**src/rtl/sorted_range_node_packer_top_defines.svh**
```systemverilog
// ---------------------------------------------------------------------------
// Sorted range node packer assertion macros
// Shared concurrent assertion forms, clocked on clk and disabled in reset.
// ---------------------------------------------------------------------------
`ifndef SORTED_RANGE_NODE_PACKER_TOP_DEFINES_SVH
`define SORTED_RANGE_NODE_PACKER_TOP_DEFINES_SVH

// same-cycle implication
`define SRNP_ASSERT_NOW(label, ante, cons, msg) \
  label: assert property (@(posedge clk) disable iff (rst) (ante) |-> (cons)) \
    else $error(msg);

// next-cycle implication
`define SRNP_ASSERT_NEXT(label, ante, cons, msg) \
  label: assert property (@(posedge clk) disable iff (rst) (ante) |=> (cons)) \
    else $error(msg);

`endif

```
**src/rtl/srnp_pkg.sv**
```systemverilog
// ---------------------------------------------------------------------------
// Sorted range node packer package
// Item types, mode and status codes, default index width.
// ---------------------------------------------------------------------------
`default_nettype none

package srnp_pkg;

  localparam int unsigned INDEX_WIDTH_DEF = 31;
  localparam int unsigned FIELD_W         = 31;

  typedef enum logic [0:0] {
    MODE_ADD   = 1'b0,
    MODE_FLUSH = 1'b1
  } mode_t;

  typedef enum logic [1:0] {
    ST_EMIT     = 2'd0,
    ST_ORDER    = 2'd1,
    ST_OVERFLOW = 2'd2
  } status_t;

  typedef struct packed {
    mode_t              mode;
    logic [FIELD_W-1:0] range_start;
    logic [FIELD_W-1:0] range_length;
  } range_item_t;

  typedef struct packed {
    status_t            status;
    logic               node_is_pair;
    logic [FIELD_W-1:0] node_high;
    logic [FIELD_W-1:0] node_extra;
  } node_item_t;

endpackage

`default_nettype wire

```
**src/rtl/sorted_range_node_packer_top.sv**
```systemverilog
// ---------------------------------------------------------------------------
// Sorted range node packer
// Packs ascending element ranges into range and pair nodes, emitting each
// finished node, with order and overflow reporting.
// ---------------------------------------------------------------------------
// One range item is taken every cycle unless the output stalls. Each item
// is checked and merged into the held node in the cycle it is accepted;
// any resulting node or error item appears in the output register on the
// next cycle and waits there while node_ready is low. The held node update
// sets the rate of one item per clock. A flush with no node held and a
// range absorbed into the held node produce no output item.
`default_nettype none

module sorted_range_node_packer_top #(
  parameter int unsigned INDEX_WIDTH = srnp_pkg::INDEX_WIDTH_DEF
) (
  input  wire logic                  clk,
  input  wire logic                  rst,
  input  wire logic                  range_valid,
  output logic                       range_ready,
  input  wire srnp_pkg::range_item_t range_item,
  output logic                       node_valid,
  input  wire logic                  node_ready,
  output srnp_pkg::node_item_t       node_item
);

  import srnp_pkg::*;

  `include "sorted_range_node_packer_top_defines.svh"

  localparam logic [FIELD_W:0] LIMIT = (INDEX_WIDTH >= FIELD_W) ?
    {1'b0, {FIELD_W{1'b1}}} : (({{FIELD_W{1'b0}}, 1'b1} << INDEX_WIDTH) - 1'b1);

  logic               held_valid, held_valid_next;
  logic               held_is_pair, held_is_pair_next;
  logic [FIELD_W-1:0] held_high, held_high_next;
  logic [FIELD_W-1:0] held_extra, held_extra_next;

  logic [FIELD_W-1:0] lo, top, end_lo, span2;
  logic [FIELD_W:0]   end_full, high_p1;
  logic               accept, emit, order_err, ovf_err, adj_pair;
  node_item_t         res;

  assign range_ready = !node_valid || node_ready;
  assign accept      = range_valid && range_ready;

  assign end_full = {1'b0, range_item.range_start} + {1'b0, range_item.range_length};
  assign end_lo   = end_full[FIELD_W-1:0];
  assign high_p1  = {1'b0, held_high} + 1'b1;
  assign adj_pair = (held_extra != '0) && ({1'b0, held_high} == {1'b0, held_extra} + 1'b1);
  assign span2    = end_lo - top - 1'b1;

  always_comb begin
    if (!held_is_pair) begin
      lo  = held_high - held_extra;
      top = held_high;
    end else if (adj_pair) begin
      lo  = held_extra;
      top = held_high;
    end else begin
      lo  = held_high;
      top = held_high;
    end
  end

  assign order_err = (range_item.range_start == '0) ||
                     (held_valid && (range_item.range_start < lo));
  assign ovf_err   = end_full > LIMIT;

  always_comb begin
    held_valid_next   = held_valid;
    held_is_pair_next = held_is_pair;
    held_high_next    = held_high;
    held_extra_next   = held_extra;
    emit              = 1'b0;
    res               = '0;
    res.status        = ST_EMIT;
    if (range_item.mode == MODE_FLUSH) begin
      if (held_valid) begin
        emit              = 1'b1;
        res.node_is_pair  = held_is_pair;
        res.node_high     = held_high;
        res.node_extra    = held_extra;
        held_valid_next   = 1'b0;
        held_is_pair_next = 1'b0;
        held_high_next    = '0;
        held_extra_next   = '0;
      end
    end else if (order_err) begin
      emit       = 1'b1;
      res.status = ST_ORDER;
    end else if (ovf_err) begin
      emit       = 1'b1;
      res.status = ST_OVERFLOW;
    end else if (!held_valid) begin
      held_valid_next   = 1'b1;
      held_is_pair_next = (range_item.range_length == '0);
      held_high_next    = end_lo;
      held_extra_next   = range_item.range_length;
    end else if (range_item.range_start <= top) begin
      if (end_lo > top) begin
        if (!held_is_pair || held_extra == '0) begin
          held_is_pair_next = 1'b0;
          held_extra_next   = held_extra + end_lo - held_high;
          held_high_next    = end_lo;
        end else begin
          emit              = 1'b1;
          res.node_is_pair  = held_is_pair;
          res.node_high     = held_high;
          res.node_extra    = held_extra;
          held_is_pair_next = (span2 == '0);
          held_extra_next   = span2;
          held_high_next    = end_lo;
        end
      end
    end else if ((range_item.range_length == '0) && !held_is_pair &&
                 ({1'b0, range_item.range_start} == high_p1)) begin
      held_high_next  = range_item.range_start;
      held_extra_next = held_extra + 1'b1;
    end else if ((range_item.range_length == '0) && held_is_pair &&
                 (held_extra == '0)) begin
      held_high_next = range_item.range_start;
      if ({1'b0, range_item.range_start} == high_p1) begin
        held_is_pair_next = 1'b0;
        held_extra_next   = {{(FIELD_W-1){1'b0}}, 1'b1};
      end else begin
        held_extra_next = held_high;
      end
    end else begin
      emit              = 1'b1;
      res.node_is_pair  = held_is_pair;
      res.node_high     = held_high;
      res.node_extra    = held_extra;
      held_is_pair_next = (range_item.range_length == '0);
      held_high_next    = end_lo;
      held_extra_next   = range_item.range_length;
    end
  end

  always_ff @(posedge clk) begin
    if (rst) begin
      held_valid   <= 1'b0;
      held_is_pair <= 1'b0;
      held_high    <= '0;
      held_extra   <= '0;
      node_valid   <= 1'b0;
    end else begin
      if (accept) begin
        held_valid   <= held_valid_next;
        held_is_pair <= held_is_pair_next;
        held_high    <= held_high_next;
        held_extra   <= held_extra_next;
        node_valid   <= emit;
      end else if (node_ready) begin
        node_valid <= 1'b0;
      end
    end
  end

  always_ff @(posedge clk) begin
    if (accept && emit) begin
      node_item <= res;
    end
  end

  `SRNP_ASSERT_NOW(a_range_span, held_valid && !held_is_pair, held_extra <= held_high,
                   "range node span exceeds its high end")
  `SRNP_ASSERT_NOW(a_pair_order, held_valid && held_is_pair && (held_extra != '0),
                   held_extra < held_high, "pair node second element not below high")
  `SRNP_ASSERT_NOW(a_high_limit, held_valid, {1'b0, held_high} <= LIMIT,
                   "held node high above index limit")
  `SRNP_ASSERT_NEXT(a_empty_flush, accept && (range_item.mode == MODE_FLUSH) && !held_valid,
                    !node_valid, "flush with no node held produced an item")
  `SRNP_ASSERT_NOW(a_err_clean, node_valid && (node_item.status != ST_EMIT),
                   (node_item.node_high == '0) && (node_item.node_extra == '0) &&
                   !node_item.node_is_pair, "error item carries node fields")

endmodule

`default_nettype wire

```
**config.mk**
```make
export PLATFORM = sky130hd
export DESIGN_NAME = sorted_range_node_packer_top
export DESIGN_NICKNAME = d
export VERILOG_FILES = /design/src/rtl/srnp_pkg.sv /design/src/rtl/sorted_range_node_packer_top.sv
export VERILOG_INCLUDE_DIRS = /design/src /design/src/rtl
export SDC_FILE = /design/constraint.sdc
export NUM_CORES = 1
export LEC_CHECK = 0
export BUFFER_PORTS_ARGS = -buffer_cell sky130_fd_sc_hd__buf_2
export CORE_ASPECT_RATIO = 1.5
export CORE_MARGIN = 2
export CORE_UTILIZATION = 45
export DETAILED_ROUTE_END_ITERATION = 6
export HOLD_SLACK_MARGIN = 0.15
export PLACE_DENSITY = 0.76
export SYNTH_ARGS = -nofsm -noshare
export SYNTH_HDL_FRONTEND = slang
export SYNTH_SLANG_ARGS = --single-unit
export TNS_END_PERCENT = 100
```
**constraint.sdc**
```tcl
create_clock -name clk -period 9.65 [get_ports clk]
set_input_delay 1.4475 -clock clk [delete_from_list [all_inputs] [get_ports clk]]
set_output_delay 1.4475 -clock clk [all_outputs]
set_load 0.005 [all_outputs]
```
# == Word-level counts from Yosys, hierarchy flattened ==
# Index checks and enable logic that the tools add are counted.
# word_totals
ff_bits,130
latch_bits,0
mem_bits_rw,0
mem_bits_ro,0
inputBits,67
output_inout_bits,67
memories,0
# classes
addsub,9
multipliers,0
div_mod_pow,0
n_lt_le_gt_ge,4
n_eq_ne,8
n_shift,0
muxes,59
n_bitwise,0
n_reduce_logical,23
# ops
op,count
$mux W31,21
$mux W63,10
$logic_not A31 Y1,4
$sub A31 B31 Y31,3
$add A31 B1 Y32 const B,2
$eq A31 B32 Y1,2
$add A31 B31 Y32,1
$gt A32 B31 Y1 const B,1
$add A31 B1 Y31 const B,1
$add A31 B31 Y31,1
$gt A31 B31 Y1,1
$le A31 B31 Y1,1
$lt A31 B31 Y1,1
$reduce_bool A31 Y1,1
$sub A31 B1 Y31 const B,1
$mux W1,27
$logic_and A1 B1 Y1,8
$reduce_and A7 Y1,1
$ne A5 B5 Y1 const B,1
$reduce_and A5 Y1,1
$ne A2 B2 Y1 const B,2
$ne A4 B3 Y1 const B,1
$ne A4 B4 Y1 const B,1
$logic_or A1 B1 Y1,3
6 further kinds,7

# == Logic depth before layout (Yosys ltp) ==
# Gate-level depths: netlist of the first run.
# logic_depth
word_depth,11
ltp_mapped,29
mapped_depth_nobuf,27

# == Worst setup path before layout of the first run ==
# No wires, ideal clock.
# synth_path
path_kind,input to register
startpoint,in range_item[0] (netlist bit)
endpoint,reg node_item[0] (netlist bit) (enable)
setup_time_ns,0.509
arrival_ns,8.596
setup_slack_ns,0.545
stages,19
cell_sequence,ha_1 > fa_1 > a211oi_1 > nor2_1 > o211ai_1 > o21ai_0 > o41a_1 > a41o_1 > o311a_1 > a221oi_1 > xnor2_1 > ha_1 > nand3_1 > nor2_1 > o211ai_1 > a21oi_1 > a21oi_1 > or3_1 > a21oi_1
# synth_between
elab_chain_cells,11
# synth_lines
item,line,text
from (decl),sorted_range_node_packer_top.sv:21,"input wire srnp_pkg::range_item_t range_item,"
"parallel branches: the longest is 7 deep, another holds $add A31 B31 Y32",-,
$mux W1 *,sorted_range_node_packer_top.sv:92,end else if (ovf_err) begin
$mux W1 *,sorted_range_node_packer_top.sv:89,end else if (order_err) begin
$mux W1 *,sorted_range_node_packer_top.sv:78,if (range_item.mode == MODE_FLUSH) begin
$logic_and A1 B1 Y1 *,sorted_range_node_packer_top.sv:161,if (accept && emit) begin
to (signal assigned),sorted_range_node_packer_top.sv:162,node_item <= res;
to (decl),sorted_range_node_packer_top.sv:24,output srnp_pkg::node_item_t node_item
# Mark *: on every way between the ends.
# A chain may end at the register's enable or synchronous reset.

# == Final worst setup path of the first run ==
# layout_path
startpoint,reg held_extra[2]
endpoint,reg held_extra[4]
# layout_between
elab_chain_cells,10
# layout_lines
item,line,text
from (decl),sorted_range_node_packer_top.sv:37,"logic [FIELD_W-1:0] held_extra, held_extra_next;"
from (signal assigned),sorted_range_node_packer_top.sv:152,held_extra <= held_extra_next;
$add A31 B1 Y32,sorted_range_node_packer_top.sv:50,"assign adj_pair = (held_extra != '0) && ({1'b0, held_high} == {1'b0, held_extra} + 1'b1);"
$eq A31 B32 Y1,sorted_range_node_packer_top.sv:50,
$logic_and A1 B1 Y1,sorted_range_node_packer_top.sv:50,
$mux W31,sorted_range_node_packer_top.sv:57,end else if (adj_pair) begin
$mux W31,sorted_range_node_packer_top.sv:54,if (!held_is_pair) begin
$lt A31 B31 Y1,sorted_range_node_packer_top.sv:67,(held_valid && (range_item.range_start < lo));
$logic_and A1 B1 Y1,sorted_range_node_packer_top.sv:67,
$logic_or A1 B1 Y1,sorted_range_node_packer_top.sv:66,assign order_err = (range_item.range_start == '0) ||
$ne A2 B2 Y1 (no line),-,
$reduce_and A5 Y1 (no line),-,
# Several ways; a longest one is shown, not always the timed one. The select of a mux whose other input is x is not followed.

==> results of run 1 <==
==> cell type report <==
cell class / count / area [sq um] / share of cell area
Antenna cell: 1 / 2.50 / 0.000122
Clock buffer: 23 / 513 / 0.0250
Clock inverter: 8 / 70.1 / 0.00342
Inverter: 108 / 405 / 0.0198
Multi-Input combinational cell: 1969 / 14700 / 0.715
Sequential cell: 130 / 3250 / 0.159
Tap cell: 564 / 706 / 0.0344
Timing Repair Buffer: 161 / 888 / 0.0433
==> kinds of logic after synthesis <==
group           Yosys count  share of synthesized area
fa+ha+maj               250                      0.178
simple gates            716                      0.205
buf+inv                 252                     0.0549
flops                   130                      0.172
compound gates          762                      0.272
mux                      41                     0.0236
xor+xnor                200                     0.0946
==> path summary, 6_finish.rpt <==
| check | from | end | slack, ps | cells past startpoint |
|---|---|---|---|---|
| setup / recovery | held_extra[2] | held_extra[4] | 990 | 21 |
| hold / removal | held_high[18] | held_high[18] | 660 | 2 |
| setup reg to reg | held_extra[2] | held_extra[4] | 990 | 21 |
| hold reg to reg | held_high[18] | held_high[18] | 660 | 2 |
==> power by group through the flow <==
| stage | sequential (mW) | clock, mW | combinational (mW) |
|---|---|---|---|
| after CTS | 0.684 | 0.660 | 2.38 |
| after floorplan | 0.657 | 0 | 1.74 |
| final | 0.687 | 0.657 | 2.44 |
| after global placement | 0.694 | 0 | 2.31 |
| after global routing | 0.691 | 0.675 | 2.65 |
| after detailed placement | 0.695 | 0 | 2.36 |
==> critical path, stage by stage (launching register included) <==
cell       delay [ps]
dfxtp_1           830
nand3_2           540
nor3_4            620
nand2_1           210
nor2_1            400
o311ai_0          210
nor4_1            620
nand3_2           720
buf_4             470
a31oi_1           200
o21ai_0           110
a31oi_1           140
nand3_1           110
ha_1              320
nand4_1           130
nor2_1            400
o2111ai_1         280
or2_2             350
a21boi_2          250
o211ai_1          190
a21oi_1          1010
mux2_2            420
==> registers in the layout, summed over array words and instances (netlist names) <==
register      flops
held_extra       31
node_valid        1
held_is_pair      1
held_valid        1
held_high        31
node_item        65
==> per-stage QoR <==
stage | std cells | setup WS (ps) | area (sq um) | utilization | hold slack [ps]
after floorplan | 2351 | 545 | 18900 | - | 549
final | 2964 | 989 | 20500 | 0.491 | 658
after global routing | 2963 | 682 | 20500 | 0.491 | 703
after CTS | 2963 | 1420 | 20500 | 0.491 | 646
after global placement | 2932 | 1620 | 19900 | 0.477 | 622
after detailed placement | 2932 | 1500 | 19900 | 0.477 | 640
==> cells in the mapped netlist (28+ instances only) <==
library cell,n
a211oi_1,39
buf_2,28
o211ai_1,74
a21oi_1,196
nor3_1,41
o2111ai_1,39
a22o_1,28
nand2_1,146
clkbuf_1,101
xnor2_1,150
inv_1,104
nand4_1,47
and2_1,73
nor4_1,42
o21ai_0,140
nand3_1,60
fa_1,33
edfxtp_1,65
dfxtp_1,65
xor2_1,47
a21o_1,42
nor2_1,145
ha_1,217
==> routing by layer <==
metal  wire (microns)  up-vias
met3             7470      327
li1                 -     8903
met1            28500     9487
met5               14        -
met2            36300     1256
met4             6750        2
==> key figures, run 1 <==
Status
  – Status: finished clean

Clock network
  – # hold bufs at CTS: 0
  – Root buffer cell: clkbuf_16
  – Bufs on Longest Clock Path: 2
  – H-tree depth reported by CTS: 4
  – TritonCTS clock tree: yes
  – Total CTS buffers: 17
  – Post-CTS Setup Bufs: 0
  – TritonCTS Sinks: 130
  – PostCTS Resize Cnt: 0
  – Clock Latency Late Sink: 470 ps
  – Reg clk slew, reported paths: 60 ps

Route
  – Vias per std cell: 6.74
  – ANT nets after route: 0
  – Drt initial violations: roughly 2.1k
  – Routed len/inst: 26.7 microns
  – WL final: 79,100 microns
  – Post-route DRC: 0
  – Pre-antenna DRT Iters: 6
  – Via count: 20.0k

Synth
  – Main area contributors after synthesis: ha_1 (14%), edfxtp_1 (10%), xnor2_1 (6.9%)
  – Yosys warns: 0
  – Post-Syn Instances: 2,351
  – Post-synth top area share: 0.143
  – Predominant post-synthesis flop cell: edfxtp_1
  – Number of synthesized flops with an enable pin: 65
  – Synth Area per Inst: 8.06 sq um
  – Area leader, netlist: ha_1
  – Post-Syn Area: approximately 19,000 sq um
  – Synthesized Nets: ~2.7k
  – Register area share after synthesis: 0.172
  – Netlist cell types: 98
  – Fraction of registers with async set/reset: 0
  – FF+latch count, synth: 130

Setup path
  – Setup crit start kind: register
  – Crit path DAT: 9020 ps
  – Setup CP Type: register to register
  – CP required: 10,010 ps
  – Crit Path Max Fanout: 34
  – CP Capture Type: register

GRT
  – Met1 usage: 0.421
  – Gr ovfl total: 0
  – Global-route usage over all layers: 0.357
  – GRT met3 Usage: 0.0647
  – Pin count of the biggest net entering global routing: 66
  – Vias in the first global route: 19.4k
  – Met2 Use GR: 0.572
  – First-pass GRT wire length: 117,000 microns
  – Initial antenna violation count: 2
  – Most Used Layer, Global Route: met2

Timing
  – Final worst path period share: 0.898
  – RSZ-0062 raised after global routing: false
  – Final Setup Violations: 0
  – Max-slew violation count: 0
  – Rel. slew slack: 0.171
  – Setup tns final: 0 ps
  – Fmax: 0.115 GHz
  – Final min period: 8660 ps
  – Final-report hold violation count: 0
  – Worst-Margin Slew: approximately 1200 ps
  – Clk_skew: 14.4 ps

Placed design
  – Port Buffers: 133
  – Gpl congestion: 1.00
  – Post-DP HPWL: 61,800 microns

Pwr
  – LEAKAGE: 7.85 nW
  – Clock share of power: 0.174
  – Combinational power share: 0.645
  – Switch share: 0.478
  – Seq pwr share: 0.182
  – Pint: 1.97 mW
  – Maximum vdd ir drop: 0.0892 mV
  – Pwr Total: around 3.8 mW
  – NetSw: 1.81 mW
  – Total power divided by cell area: 184 nW/um^2

Finish
  – Final #Nets: 2,704
  – Most common cell after layout, fill and taps aside: ha_1
  – Layout cells sized above 1: 0.112
  – Most frequent cells in the layout: ha_1 (217), a21oi_1 (195), xnor2_1 (150), nand2_1 (146), nor2_1 (144)
  – Area Growth Syn to Fin: 8.27%
  – Fillers: 4,091

Floorplanning
  – Num ports: 134
  – Die area: 43,800 sq um
  – CORE AREA: approximately 42,000 sq um
  – Initial Util: 0.453
  – # rows: roughly 90
  – Die Width: 172 microns
  – Die extent in y: approximately 260 microns

Run
  – Max-Cap Viols: 0

Min path
  – Hold Path Class: register to register
No activity file was read; power rests on OpenSTA's default activity.
==> inputs of run 2 (changes only) <==
ABC_AREA = 1   (was default)
PLACE_DENSITY = 0.73   (was 0.76)
clock period = 10.5 ns   (was 9.65 ns; I/O delays follow)
==> run 2 against run 1 <==
Against the previous run: the run now ends with DRC left; hold slack got worse by 110 ps; combinational power up 2%; sequential share of layout area fell by 1.6 points; sequential power fell by 3.3%; maximum frequency is 4.7% higher; flip-flop and latch count is the same; largest cell class unchanged.
==> key figures, run 2 <==
Synth
  – Synthesized Nets: 3,670 (was 2,668)
  – Post-Syn Instances: 3,353 (was 2,351)
  – Fraction of registers with async set/reset: 0 (unchanged)
  – Register area share after synthesis: 0.153 (was 0.172)
  – Most instantiated cells after synthesis: nand2_1 (790), nor2_1 (290), a21oi_1 (258), inv_1 (254), nand3_1 (228) (was ha_1 (217), a21oi_1 (196), xnor2_1 (150), nand2_1 (146), nor2_1 (145))
  – Netlist cell types: 55 (was 98)
  – Number of synthesized flops with an enable pin: 65 (unchanged)
  – Area leader, netlist: nand2_1 (was ha_1)
  – Predominant post-synthesis flop cell: edfxtp_1 (unchanged)
  – Most frequent cell after synthesis: nand2_1 (was ha_1)
  – FF+latch count, synth: 130 (unchanged)
  – Main area contributors after synthesis: nand2_1 (14%), ha_1 (13%), edfxtp_1 (9.2%) (was ha_1 (14%), edfxtp_1 (10%), xnor2_1 (6.9%))
  – Synth Area per Inst: 6.35 sq um (was 8.06 sq um)
  – Post-synth top area share: 0.139 (was 0.143)
  – Yosys warns: 0 (unchanged)
  – Post-Syn Area: 21,300 sq um (was 18,900 sq um)

Route
  – Met1 wire length: 34,300 microns (was 28,500 microns)
  – Vias per std cell: 6.34 (was 6.74)
  – Routed len/inst: 23.5 microns (was 26.7 microns)
  – Post-route DRC: 2 (was 0)
  – Pre-antenna DRT Iters: 7 (was 6)
  – ANT nets after route: 0 (unchanged)
  – Via count: 25.1k (was 20.0k)
  – Drt initial violations: 2,754 (was 2,138)
  – Routed wl met2: 41,900 microns (was 36,300 microns)
  – WL final: 93,200 microns (was 79,100 microns)
  – Uppermost layer routed: met5 (unchanged)
  – Metal3 WL: 8160 microns (was 7470 microns)

GRT
  – Vias in the first global route: 23.3k (was 19.4k)
  – Gr ovfl total: 0 (unchanged)
  – Global-route usage over all layers: 0.369 (was 0.357)
  – Initial antenna violation count: 2 (unchanged)
  – First-pass GRT wire length: 138,000 microns (was 117,000 microns)
  – Pin count of the biggest net entering global routing: 73 (was 66)

Setup path
  – Reg-to-reg endpoint: node_item[36] (was held_extra[4])
  – Crit path DAT: 8360 ps (was 9020 ps)
  – Bufs and invs on worst path: 5 (was 1)
  – Critical path depth: 33 (was 21)
  – Reg2reg setup slack: 2220 ps (was 990 ps)
  – Setup CP Type: register to register (unchanged)
  – Crit Path Max Fanout: 65 (was 34)
  – R2R Path Start: held_high[0] (was held_extra[2])
  – CP startpoint: held_high[0] (was held_extra[2])
  – R2R cell count: 33 (was 21)
  – Setup crit start kind: register (unchanged)
  – Slowest-stage cell, CP: nor4_1 (was a21oi_1)
  – Setup crit end: node_item[36] (was held_extra[4])
  – Slowest cell delay on critical path: 730 ps (was 1010 ps)
  – CP top delay family: compound AO/OA/AOI/OAI gates (was simple AND/OR/NAND/NOR gates)
  – Most Frequent Cell on Critical Path: nand2_1
  – CP Capture Type: register (unchanged)
  – CP required: 10,580 ps (was 10,010 ps)

Clock network
  – Bufs on Longest Clock Path: 2 (unchanged)
  – Clock Latency Late Sink: 460 ps (was 470 ps)
  – Total CTS buffers: 17 (unchanged)
  – Reg clk slew, reported paths: 70 ps (was 60 ps)
  – # hold bufs at CTS: 0 (unchanged)
  – PostCTS Resize Cnt: 0 (unchanged)
  – Root buffer cell: clkbuf_16 (unchanged)
  – Post-CTS Setup Bufs: 0 (unchanged)
  – TritonCTS clock tree: yes (unchanged)
  – TritonCTS Sinks: 130 (unchanged)
  – H-tree depth reported by CTS: 4 (unchanged)

Finish
  – Area Growth Syn to Fin: 6.88% (was 8.27%)
  – Largest reg by FF count: node_item (unchanged)
  – Final #Nets: 3,671 (was 2,704)
  – Most frequent cells in the layout: nand2_1 (789), nor2_1 (290), a21oi_1 (258), inv_1 (250), nand3_1 (228) (was ha_1 (217), a21oi_1 (195), xnor2_1 (150), nand2_1 (146), nor2_1 (144))
  – Max reg flops: 65 (unchanged)
  – Layout cells sized above 1: 0.0799 (was 0.112)
  – Design area: 22,800 sq um (was 20,500 sq um)
  – Most common cell after layout, fill and taps aside: nand2_1 (was ha_1)
  – Top Registers: node_item (65), held_extra (31), held_high (31) (unchanged)

Floorplanning
  – Initial Util: 0.456 (was 0.453)
  – CORE AREA: 46,700 sq um (was 41,800 sq um)
  – # rows: 97 (was 92)
  – Die extent in y: 270 microns (was 255 microns)
  – Die Width: 182 microns (was 172 microns)
  – Die area: 49,100 sq um (was 43,800 sq um)
  – Num ports: 134 (unchanged)

Min path
  – Hold Crit Start: node_valid (was held_high[18])
  – Hold Path Class: register to register (unchanged)

Placed design
  – Port Buffers: 133 (unchanged)
  – Gpl congestion: 1.04 (was 1.00)
  – Worst slack, placed: 1970 ps (was 1500 ps)
  – Placed cell areas: 22,200 sq um (was 19,900 sq um)
  – Post-DP HPWL: 72,700 microns (was 61,800 microns)

Timing
  – Worst-Margin Slew: 1100 ps (was 1230 ps)
  – Fmax: 0.121 GHz (was 0.115 GHz)
  – Final Worst Setup Slack: 2220 ps (was 989 ps)
  – Final worst path period share: 0.788 (was 0.898)
  – Max-slew violation count: 0 (unchanged)
  – Rel. slew slack: 0.257 (was 0.171)
  – Setup tns final: 0 ps (unchanged)
  – Final min period: 8280 ps (was 8660 ps)
  – Final Setup Violations: 0 (unchanged)
  – Final-report hold violation count: 0 (unchanged)
  – Clk_skew: 15.1 ps (was 14.4 ps)
  – RSZ-0062 raised after global routing: false (unchanged)

Pwr
  – LEAKAGE: 9.80 nW (was 7.85 nW)
  – Maximum vdd ir drop: 0.125 mV (was 0.0892 mV)
  – Total power divided by cell area: 164 nW/um^2 (was 184 nW/um^2)

Status
  – Status: finished with violations (was finished clean)
  – Failing checks: DRC

Run
  – Max-Cap Viols: 0 (unchanged)
run 2: tightest hold or removal path, stage by stage (launching register included):
cell and delay (ps):
dfxtp_1 320, nand2_1 110, a21oi_1 70
run 2: worst min path at each step:
stage	cells after the start	slack, ps	endpoint
after global routing	2	610	node_valid
after CTS	2	550	node_valid
final	2	550	node_valid
after floorplan	2	520	held_extra[27]
after detailed placement	2	530	node_valid
after global placement	2	550	node_valid
run 2: metal layers:
metal  vias to the layer above  GRT usage
li1                      11600          -
met1                     11600      0.436
met2                      1489      0.596
met3                       358     0.0481
met4                         2      0.305
met5                         -          0
run 2: metrics by stage:
step | std cells | util | total power, mW | hold WS, ps
after floorplan | 3353 | - | 2.39 | 524
after global placement | 3929 | 0.475 | 3.08 | 546
after detailed placement | 3929 | 0.475 | 3.08 | 527
after CTS | 3961 | 0.487 | 3.66 | 547
after global routing | 3962 | 0.487 | 4.00 | 607
final | 3962 | 0.487 | 3.74 | 549
run 2: power by group:
part / leakage (nW) / internal, mW / switching, mW
Sequential: 1.16 / 0.575 / 0.0895
Clock: 0.265 / 0.316 / 0.258
Combinational: 8.38 / 0.839 / 1.66
Total: 9.80 / 1.73 / 2.01
run 2: layout make-up:
class,count,area (sq um)
clock buffers,18,450
inverters,292,1100
multi-input cells,2750,16200
repair buffers,163,891
flip-flops and latches,130,3250
clock inverters,14,103
diodes,1,2.50
well taps,594,743
fillers,4930,24000
run 2: cells by family (layout without fill, tap and decap cells):
family          count (synthesis)  in the layout  synth area share
xor+xnor                      132            132            0.0562
compound gates                740            740             0.207
flops                         130            130             0.153
fa+ha+maj                     250            250             0.159
other cells                     0              1                 0
buf+inv                       473            487            0.0871
simple gates                 1628           1628             0.339
